<file path="config.mk">
export PLATFORM = sky130hd
export DESIGN_NAME = utf8_stream_decoder
export DESIGN_NICKNAME = d
export VERILOG_FILES = /design/src/design/uds_pkg.sv /design/src/design/utf8_stream_decoder.sv
export SDC_FILE = /design/constraint.sdc
export NUM_CORES = 1
export LEC_CHECK = 0
export ABC_CLOCK_PERIOD_IN_PS = 4700
export BUFFER_PORTS_ARGS = -buffer_cell sky130_fd_sc_hd__buf_2
export CAP_MARGIN = 20
export CORE_MARGIN = 10
export CORE_UTILIZATION = 50
export CTS_CLUSTER_DIAMETER = 30
export CTS_CLUSTER_SIZE = 40
export DETAILED_ROUTE_END_ITERATION = 6
export PLACE_DENSITY = 0.7
export SLEW_MARGIN = 40
export SYNTH_ARGS = -nofsm -noshare
export SYNTH_HDL_FRONTEND = slang
export SYNTH_SLANG_ARGS = --single-unit
</file>
<file path="constraint.sdc">
create_clock -name i_clk -period 4.7 [get_ports i_clk]
set_input_delay 0.705 -clock i_clk [delete_from_list [all_inputs] [get_ports i_clk]]
set_output_delay 0.705 -clock i_clk [all_outputs]
set_load 0.01 [all_outputs]
</file>
<file path="src/design/uds_pkg.sv">
// ----------------------------------------------------------------------------
// uds_pkg
// Shared types and constants for the UTF-8 stream decoder.
// ----------------------------------------------------------------------------
package uds_pkg;

    localparam int unsigned CP_W   = 21;
    localparam int unsigned ERR_W  = 3;
    localparam int unsigned BYTE_W = 8;

    localparam logic [CP_W-1:0] CP_MAX = 21'h10FFFF;

    localparam logic [CP_W-1:0] LEAD_SURR_LO  = 21'h00D800;
    localparam logic [CP_W-1:0] LEAD_SURR_HI  = 21'h00DBFF;
    localparam logic [CP_W-1:0] TRAIL_SURR_LO = 21'h00DC00;
    localparam logic [CP_W-1:0] TRAIL_SURR_HI = 21'h00DFFF;

    localparam logic [ERR_W-1:0] ERR_OK         = 3'd0;
    localparam logic [ERR_W-1:0] ERR_BAD_UNIT   = 3'd1;
    localparam logic [ERR_W-1:0] ERR_TOO_LARGE  = 3'd2;
    localparam logic [ERR_W-1:0] ERR_PAIRED_SUR = 3'd3;
    localparam logic [ERR_W-1:0] ERR_STRAY_CONT = 3'd4;
    localparam logic [ERR_W-1:0] ERR_UNEXP_LEAD = 3'd5;
    localparam logic [ERR_W-1:0] ERR_TRUNCATED  = 3'd6;

    typedef enum logic [2:0] {
        KIND_INVALID = 3'd0,
        KIND_ASCII   = 3'd1,
        KIND_LEAD2   = 3'd2,
        KIND_LEAD3   = 3'd3,
        KIND_LEAD4   = 3'd4,
        KIND_CONT    = 3'd5
    } t_byte_kind;

    typedef struct packed {
        logic [CP_W-1:0]  scalar;
        logic [ERR_W-1:0] status;
        logic             string_end;
    } t_result;

    function automatic t_byte_kind classify(input logic [BYTE_W-1:0] b);
        t_byte_kind k;
        if (b[7] == 1'b0) begin
            k = KIND_ASCII;
        end else if (b[6] == 1'b0) begin
            k = KIND_CONT;
        end else if (b[5] == 1'b0) begin
            k = KIND_LEAD2;
        end else if (b[4] == 1'b0) begin
            k = KIND_LEAD3;
        end else if (b[3] == 1'b0) begin
            k = KIND_LEAD4;
        end else begin
            k = KIND_INVALID;
        end
        return k;
    endfunction

endpackage

</file>
<file path="src/design/utf8_stream_decoder.sv">
// ----------------------------------------------------------------------------
// utf8_stream_decoder
// Decodes a UTF-8 byte stream into code points or one error per string.
// ----------------------------------------------------------------------------
//  channel   signals                                        direction
//  input     i_valid, o_stall, i_data_byte, i_last_byte      byte items in
//  output    o_valid, i_stall, o_scalar, o_status,           results out
//            o_string_end
//
//  One byte per cycle while o_stall is low; each result is registered.
//  Decode is a combinational classify plus shift-or on the sequence state.
//  A one-entry skid behind the output register absorbs a result while the
//  output is stalled; o_stall rises only when that skid is full.
//  Synchronous active-low reset clears sequence state and both valid flags.
// ----------------------------------------------------------------------------
module utf8_stream_decoder (
    input  logic        i_clk,
    input  logic        i_rst_n,
    input  logic        i_valid,
    output logic        o_stall,
    input  logic [7:0]  i_data_byte,
    input  logic        i_last_byte,
    output logic        o_valid,
    input  logic        i_stall,
    output logic [20:0] o_scalar,
    output logic [2:0]  o_status,
    output logic        o_string_end
);

    logic [uds_pkg::CP_W-1:0] r_acc, n_acc;
    logic [1:0]               r_rem, n_rem;
    logic                     r_lead_sur, n_lead_sur;
    logic                     r_discard, n_discard;

    uds_pkg::t_result         r_out, r_skid, res;
    logic                     r_out_valid, r_skid_valid;
    logic                     res_valid;

    logic                     accept;
    logic                     out_free;
    uds_pkg::t_byte_kind      kind;
    logic [uds_pkg::CP_W-1:0] acc_sh;
    logic [1:0]               rem_dec;

    assign accept   = i_valid && !r_skid_valid;
    assign out_free = !r_out_valid || !i_stall;
    assign kind     = uds_pkg::classify(i_data_byte);
    assign acc_sh   = {r_acc[uds_pkg::CP_W-7:0], i_data_byte[5:0]};
    assign rem_dec  = r_rem - 2'd1;

    always_comb begin
        n_acc      = r_acc;
        n_rem      = r_rem;
        n_lead_sur = r_lead_sur;
        n_discard  = r_discard;
        res_valid  = 1'b0;
        res.scalar     = '0;
        res.status     = uds_pkg::ERR_OK;
        res.string_end = i_last_byte;

        if (r_discard) begin
            res_valid = i_last_byte;
        end else if (kind == uds_pkg::KIND_INVALID) begin
            res_valid  = 1'b1;
            res.status = uds_pkg::ERR_BAD_UNIT;
        end else if (r_rem == 2'd0) begin
            if (kind == uds_pkg::KIND_CONT) begin
                res_valid  = 1'b1;
                res.status = uds_pkg::ERR_STRAY_CONT;
            end else if (kind == uds_pkg::KIND_ASCII) begin
                res_valid  = 1'b1;
                n_lead_sur = 1'b0;
                res.scalar = {13'd0, i_data_byte};
            end else if (i_last_byte) begin
                res_valid  = 1'b1;
                res.status = uds_pkg::ERR_TRUNCATED;
            end else begin
                case (kind)
                    uds_pkg::KIND_LEAD2: begin
                        n_acc = {16'd0, i_data_byte[4:0]};
                        n_rem = 2'd1;
                    end
                    uds_pkg::KIND_LEAD3: begin
                        n_acc = {17'd0, i_data_byte[3:0]};
                        n_rem = 2'd2;
                    end
                    default: begin
                        n_acc = {18'd0, i_data_byte[2:0]};
                        n_rem = 2'd3;
                    end
                endcase
            end
        end else if (kind != uds_pkg::KIND_CONT) begin
            res_valid  = 1'b1;
            res.status = uds_pkg::ERR_UNEXP_LEAD;
        end else if (rem_dec != 2'd0) begin
            if (i_last_byte) begin
                res_valid  = 1'b1;
                res.status = uds_pkg::ERR_TRUNCATED;
            end else begin
                n_acc = acc_sh;
                n_rem = rem_dec;
            end
        end else begin
            res_valid = 1'b1;
            n_acc     = '0;
            n_rem     = 2'd0;
            if (acc_sh > uds_pkg::CP_MAX) begin
                res.status = uds_pkg::ERR_TOO_LARGE;
            end else if (r_lead_sur && acc_sh >= uds_pkg::TRAIL_SURR_LO
                         && acc_sh <= uds_pkg::TRAIL_SURR_HI) begin
                res.status = uds_pkg::ERR_PAIRED_SUR;
            end else begin
                n_lead_sur = (acc_sh >= uds_pkg::LEAD_SURR_LO)
                             && (acc_sh <= uds_pkg::LEAD_SURR_HI);
                res.scalar = acc_sh;
            end
        end

        if (res_valid) begin
            if (i_last_byte) begin
                n_acc      = '0;
                n_rem      = 2'd0;
                n_lead_sur = 1'b0;
                n_discard  = 1'b0;
            end else if (res.status != uds_pkg::ERR_OK) begin
                n_acc      = '0;
                n_rem      = 2'd0;
                n_lead_sur = 1'b0;
                n_discard  = 1'b1;
            end
        end
    end

    always_ff @(posedge i_clk) begin
        if (!i_rst_n) begin
            r_acc        <= '0;
            r_rem        <= 2'd0;
            r_lead_sur   <= 1'b0;
            r_discard    <= 1'b0;
            r_out_valid  <= 1'b0;
            r_skid_valid <= 1'b0;
        end else begin
            if (accept) begin
                r_acc      <= n_acc;
                r_rem      <= n_rem;
                r_lead_sur <= n_lead_sur;
                r_discard  <= n_discard;
            end
            // skid is only loaded on accept, which requires it empty
            if (out_free) begin
                if (r_skid_valid) begin
                    r_out_valid  <= 1'b1;
                    r_skid_valid <= 1'b0;
                end else begin
                    r_out_valid  <= accept && res_valid;
                end
            end else if (accept && res_valid) begin
                r_skid_valid <= 1'b1;
            end
        end
    end

    always_ff @(posedge i_clk) begin
        if (out_free) begin
            if (r_skid_valid) begin
                r_out <= r_skid;
            end else if (accept && res_valid) begin
                r_out <= res;
            end
        end else if (accept && res_valid) begin
            r_skid <= res;
        end
    end

    assign o_stall      = r_skid_valid;
    assign o_valid      = r_out_valid;
    assign o_scalar     = r_out.scalar;
    assign o_status     = r_out.status;
    assign o_string_end = r_out.string_end;

endmodule
</file>
==> impl_metrics.yaml, run 1 <==
yosys:
  yosysTopAreaCell: "edfxtp_1"
  synth_most_common_cell: "edfxtp_1"
  yosysSeqAreaShare_pct: 59.2
  synth.avg_cell_area_sq_um: 12.8
  syn_inst: 253
  ys_types: 57
  synthFlopType: "edfxtp_1"
  synth_edf_count: 50
  synth.ff_latch_count: 71
  synth_fp_nets: 268
  netlist_area_sq_mm: 0.00324
  yosys.area.top_type_share_pct: 46.3
  ys_top_cells_by_area: "edfxtp_1, dfxtp_1, mux2_2"
  yosys_warnings: 0
  yosys-top-cells-count: "edfxtp_1, dfxtp_1, mux2_2, nand2_1, a22o_1"
  synthArstFlopShare_pct: 0
critical_path:
  crit_buf_inv: 1
  cp-start-kind: "flop"
  cp_cell_sequence: "inv_1 -> ha_1 -> or3b_2 -> nor2_1 -> a311o_1 -> o21ai_2 -> o21ai_2 -> a22o_2"
  cpLargestDelayFamily: "compound AO/OA/AOI/OAI gates"
  path_common_cell: "o21ai_2"
  cp.arrival_ns: 3.12
  cp.depth: 8
  critPathMaxFanout: 15
  cp_data_required_time_ns: 4.99
  critPathCaptureType: "flop"
  worstSetupPathType: "flop to flop"
  critPathMaxStageDelay_ns: 0.60
  ff2ff_path_depth: 8
  cpMaxStageDelayCell: "or3b_2"
global_route:
  grt_pass1_wl_mm: 11.4
  grt_pass1_vias: 2273
  grt_max_degree: 34
  antenna_found_initial: 0
  grt-ovfl-total: 0
  grtUsageTotal_pct: 14.0
cts:
  ctsHoldBuffers: 0
  htree_levels: 3
  clockRootBuffer: "clkbuf_8"
  cts_tree: "yes"
  cts_made_buffers: 9
  postCtsSetupBuffers: 0
  insertion_delay_ns: 0.34
  cts.sinks: 71
  clk_pin_slew_ns: 0.08
  clock_path_buffers: 2
  cts-resized-gates: 0
drt:
  vias: 2177
  wire_per_inst_um: 17.9
  drt-initial-drc-count: 125
  drt_pass1_iterations: 5
  ant_nets: 0
  drc_errors: 0
  viasPerCell: 5.77
  finalWirelength_mm: 6.77
run:
  drv_cap: 0
hold_path:
  hp-class: "flop to flop"
  hold_path_depth: 2
finish:
  antenna_cells: 0
  stdcell_count: 377
  final_nets: 310
  area_growth_pct: 14.5
  drive_above_1_share_pct: 35.0
  fillers: 539
die:
  start_util_pct: 51.4
  dieHeight_um: 101
  rows: 29
  core_sq_mm: 0.00631
  io_pins: 40
  die_area_sq_mm: 0.0101
  die_width_um: 101
place:
  gp_congestion: 0.920
  io_buffers: 39
  hpwlAfterDp_mm: 4.79
  dp_cells: 361
sta:
  slew_headroom_pct: 58.0
  finalSetupViolCount: 0
  timing_hold_violations_final: 0
  max_freq_ghz: 0.353
  fin_crit_ns: 2.83
  worst_slew_pin_slew_ns: 0.630
  fin_tns_setup_ns: 0
  drv_slew: 0
  period_share_pct: 60.2
  rsz0062_at_grt: "no"
  final.setup_skew_ns: 0.00927
power:
  peakVddDrop_mv: 0.216
  p_int_w: 0.000998
  p_clk_share_pct: 37.2
  p_sw_w: 0.000311
  power_switching_share_pct: 23.8
  p_leak_nw: 1.45
  comb_power_share_pct: 9.1
  power_density_mw_per_mm2: 352
  p_seq_share_pct: 53.6
run_status:
  status: "finished clean"
power by group through the flow:
stage | Sequential [W] | Clock, W | Combinational (W)
finish | 0.000702 | 0.000487 | 0.000119
global route | 0.000704 | 0.000525 | 0.000132
CTS | 0.000702 | 0.000497 | 0.000122
detailed placement | 0.000716 | 0 | 0.000122
global placement | 0.000715 | 0 | 0.000119
floorplan | 0.000727 | 0 | 0.0000640
layout by cell type, fill, tap and decap left out, drive strengths merged, types with 2 or more instances in the layout:
cell type,instances
a31oi,3
and4bb,2
o21ai,13
nand2,19
a211o,2
clkinvlp,2
clkinv,2
and2,8
nand2b,3
o21bai,3
a21oi,6
or3,2
a21boi,2
nor2,10
a22o,15
ha,2
edfxtp,50
inv,8
nor3,3
nand3,2
mux2,21
a211oi,4
buf,42
nand4,2
and3,16
nor2b,3
o22ai,2
dfxtp,21
clkbuf,11
worst paths after layout:
path / to / from / slack, ns
worst max-delay path: r_acc[10] / r_rem[1] / 1.87
worst max register to register: r_acc[10] / r_rem[1] / 1.87
worst min register to register: r_lead_sur / r_lead_sur / 0.49
worst min-delay path: r_lead_sur / r_lead_sur / 0.49
area by class of cell:
class / count / area, sq um / share of cell area [%]
clock buffer: 11 / 141 / 3.81
sequential: 71 / 1920 / 51.8
inverter: 8 / 30.0 / 0.809
tap: 77 / 96.3 / 2.59
timing repair buffer: 42 / 218 / 5.86
clock inverter: 5 / 57.6 / 1.55
multi-input combinational: 163 / 1250 / 33.6
state kept, by name, summed over array words and instances, names as in the netlist:
signal	flops
o_scalar	21
o_status	3
r_acc	15
r_skid	25
r_lead_sur	1
o_string_end	1
o_valid	1
o_stall	1
r_discard	1
r_rem	2
per-layer routing:
layer  global-route usage, %  vias to the layer above  wire length, um
li1                        -                     1057                -
met1                    17.1                     1026             3100
met2                    22.1                       81             3120
met3                    5.08                       13              427
met4                    5.43                        0              113
met5                       0                        -                0
worst reg2reg max path, stage by stage, from the launching register on:
cell     delay (ns)
dfxtp_1        0.38
inv_1          0.08
ha_1           0.33
or3b_2         0.60
nor2_1         0.20
a311o_1        0.27
o21ai_2        0.11
o21ai_2        0.55
a22o_2         0.26
through the flow:
step                      total power, W  instance area (sq um)  utilization [%]  hold slack, ns  setup WS, ns
after detailed placement        0.000838                   3510             55.5           0.474          1.79
after floorplan                 0.000791                   3240                -           0.449         0.902
after CTS                        0.00132                   3700             58.7           0.486          1.89
after global placement          0.000834                   3510             55.5           0.475          1.88
final                            0.00131                   3710             58.8           0.486          1.87
after global routing             0.00136                   3710             58.8           0.515          1.65
kinds of logic (layout without fill, tap and decap cells):
group	count (synthesis)	after routing	synth area share, %
adder cells (fa/ha/maj)	2	2	0.771
flip-flops	71	71	59.2
buffers and inverters	19	66	3.05
multiplexers	21	21	7.29
AND/OR/NAND/NOR	78	78	14.9
AO/OA/AOI/OAI	62	62	14.7
Note: power is estimated with default switching activity, not from simulation.
==> run 2: changes to the inputs <==
--- a/config.mk
+++ b/config.mk
@@ -5,7 +5,7 @@
 export SDC_FILE = /design/constraint.sdc
 export NUM_CORES = 1
 export LEC_CHECK = 0
-export ABC_CLOCK_PERIOD_IN_PS = 4700
+export ABC_CLOCK_PERIOD_IN_PS = 2800
 export BUFFER_PORTS_ARGS = -buffer_cell sky130_fd_sc_hd__buf_2
 export CAP_MARGIN = 20
 export CORE_MARGIN = 10
==> constraint.sdc (replaced) <==
create_clock -name i_clk -period 2.8 [get_ports i_clk]
set_input_delay 0.42 -clock i_clk [delete_from_list [all_inputs] [get_ports i_clk]]
set_output_delay 0.42 -clock i_clk [all_outputs]
set_load 0.01 [all_outputs]
==> run 2 against run 1 <==
Wire length rose by 2.4%. Register-to-register slack worse by 1.6 ns. Setup slack got worse by 1.6 ns. First-iteration DRC count rose by 13%. Via count up 3.0%. Cell count grew 1.9%. Clock power rose by 81%. Critical endpoint is now o_scalar[10]. Largest cell class unchanged.
==> impl_metrics.yaml, run 2 (synthesis gave the netlist of run 1 again) <==
sta:
  period_share_pct: 91.3
  finalSetupViolCount: 0
  rsz0062_at_grt: "no"
  holdWs_ns: 0.331
  drv_slew: 0
  timing_hold_violations_final: 0
  slew_headroom_pct: 63.3
  final.setup_skew_ns: 0.0128
  fin_tns_setup_ns: 0
  max_freq_ghz: 0.391
  worst_slew_pin_slew_ns: 0.548
  fin_crit_ns: 2.56
critical_path:
  cp.arrival_ns: 2.65
  cp_data_required_time_ns: 2.89
  critPathMaxFanout: 25
  cp_cell_sequence: "inv_1 -> ha_1 -> or3b_2 -> nor2_1 -> a311o_1 -> a21boi_0 -> nor2_1 -> a21oi_2 -> buf_12"
  critPathMaxStageDelay_ns: 0.55
  rrSetupSlack_ns: 0.24
  worstSetupPathType: "flop to flop"
  cp-start-kind: "flop"
  critPathCaptureType: "flop"
  path_common_cell: "nor2_1"
  cpMaxStageDelayCell: "or3b_2"
die:
  io_pins: 40
  dieHeight_um: 101
  die_area_sq_mm: 0.0101
  start_util_pct: 51.4
  rows: 29
  core_sq_mm: 0.00631
  die_width_um: 101
run:
  drv_cap: 0
cts:
  cts_tree: "yes"
  cts.sinks: 71
  clk_pin_slew_ns: 0.08
  clock_path_buffers: 2
  htree_levels: 3
  clockRootBuffer: "clkbuf_8"
  cts_made_buffers: 9
  ctsHoldBuffers: 0
  postCtsSetupBuffers: 0
  insertion_delay_ns: 0.35
  cts-resized-gates: 0
power:
  peakVddDrop_mv: 0.330
  power_density_mw_per_mm2: 599
  power_w: 0.00228
  p_leak_nw: 1.50
finish:
  final_common_cell: "edfxtp_1"
  antenna_cells: 0
  drive_above_1_share_pct: 36.5
  final_cell_mix: "edfxtp_1, buf_2, mux2_2, dfxtp_1, nand2_1"
  largest-register: "r_skid"
  final_nets: 317
  area_growth_pct: 17.0
  largest_reg_flops: 25
global_route:
  grt_pass1_vias: 2234
  antenna_found_initial: 0
  grt-ovfl-total: 0
  grt_pass1_wl_mm: 11.5
  grtUsageTotal_pct: 14.2
  grt_max_degree: 27
place:
  hpwlAfterDp_mm: 5.03
  io_buffers: 39
  gp_congestion: 0.852
hold_path:
  hp-class: "primary input to flop"
drt:
  wire_per_inst_um: 18.0
  finalWirelength_mm: 6.93
  ant_nets: 0
  drt_pass1_iterations: 4
  drt-initial-drc-count: 141
  drc_errors: 0
  vias: 2242
  viasPerCell: 5.84
run_status:
  status: "finished clean"
-- run 2: path summary, 6_finish.rpt --
| path | cells after the start | end | startpoint |
|---|---|---|---|
| hold / removal | 2 | r_acc[0] | i_data_byte[0] |
| setup reg to reg | 9 | o_scalar[10] | r_rem[0] |
| setup / recovery | 9 | o_scalar[10] | r_rem[0] |
| hold reg to reg | 2 | r_lead_sur | r_lead_sur |
-- run 2: critical path: cells and delay by family, from the launching register on --
| family | cells | cell delay, ns |
|---|---|---|
| fa+ha+maj | 1 | 0.28 |
| compound gates | 3 | 0.44 |
| buf+inv | 2 | 0.25 |
| flops | 1 | 0.36 |
| simple gates | 3 | 0.94 |
-- run 2: cell type report --
class | instances | area [sq um]
clock inverter | 6 | 85.1
inverter | 8 | 30.0
sequential | 71 | 1920
multi-input combinational | 163 | 1240
tap | 77 | 96.3
fill | 529 | 2520
clock buffer | 10 | 128
timing repair buffer | 49 | 295
-- run 2: through the flow --
stage                     util, %  std cells  setup slack (ns)  instance area [sq um]
after global placement       56.8        368             0.311                   3580
after CTS                    60.1        384             0.241                   3800
after global routing         60.1        384            0.0927                   3800
final                        60.1        384             0.243                   3800
after floorplan                 -        253            0.0234                   3250
after detailed placement     56.8        368             0.265                   3580
-- run 2: where the power goes --
group,switching [W],leakage [nW],internal (W),total (W)
logic,0.000129,0.741,0.0000845,0.000214
clock network,0.000385,0.104,0.000499,0.000883
registers,0.0000122,0.657,0.00117,0.00118
total,0.000526,1.50,0.00175,0.00228
-- run 2: layer usage --
metal | GRT usage [%] | part of all wire (%) | up-vias
met2 | 21.0 | 46 | 58
met4 | 5.22 | 1.9 | 0
met1 | 18.9 | 47 | 1107
met5 | 0 | 0 | -
met3 | 4.53 | 4.9 | 11
li1 | - | - | 1066
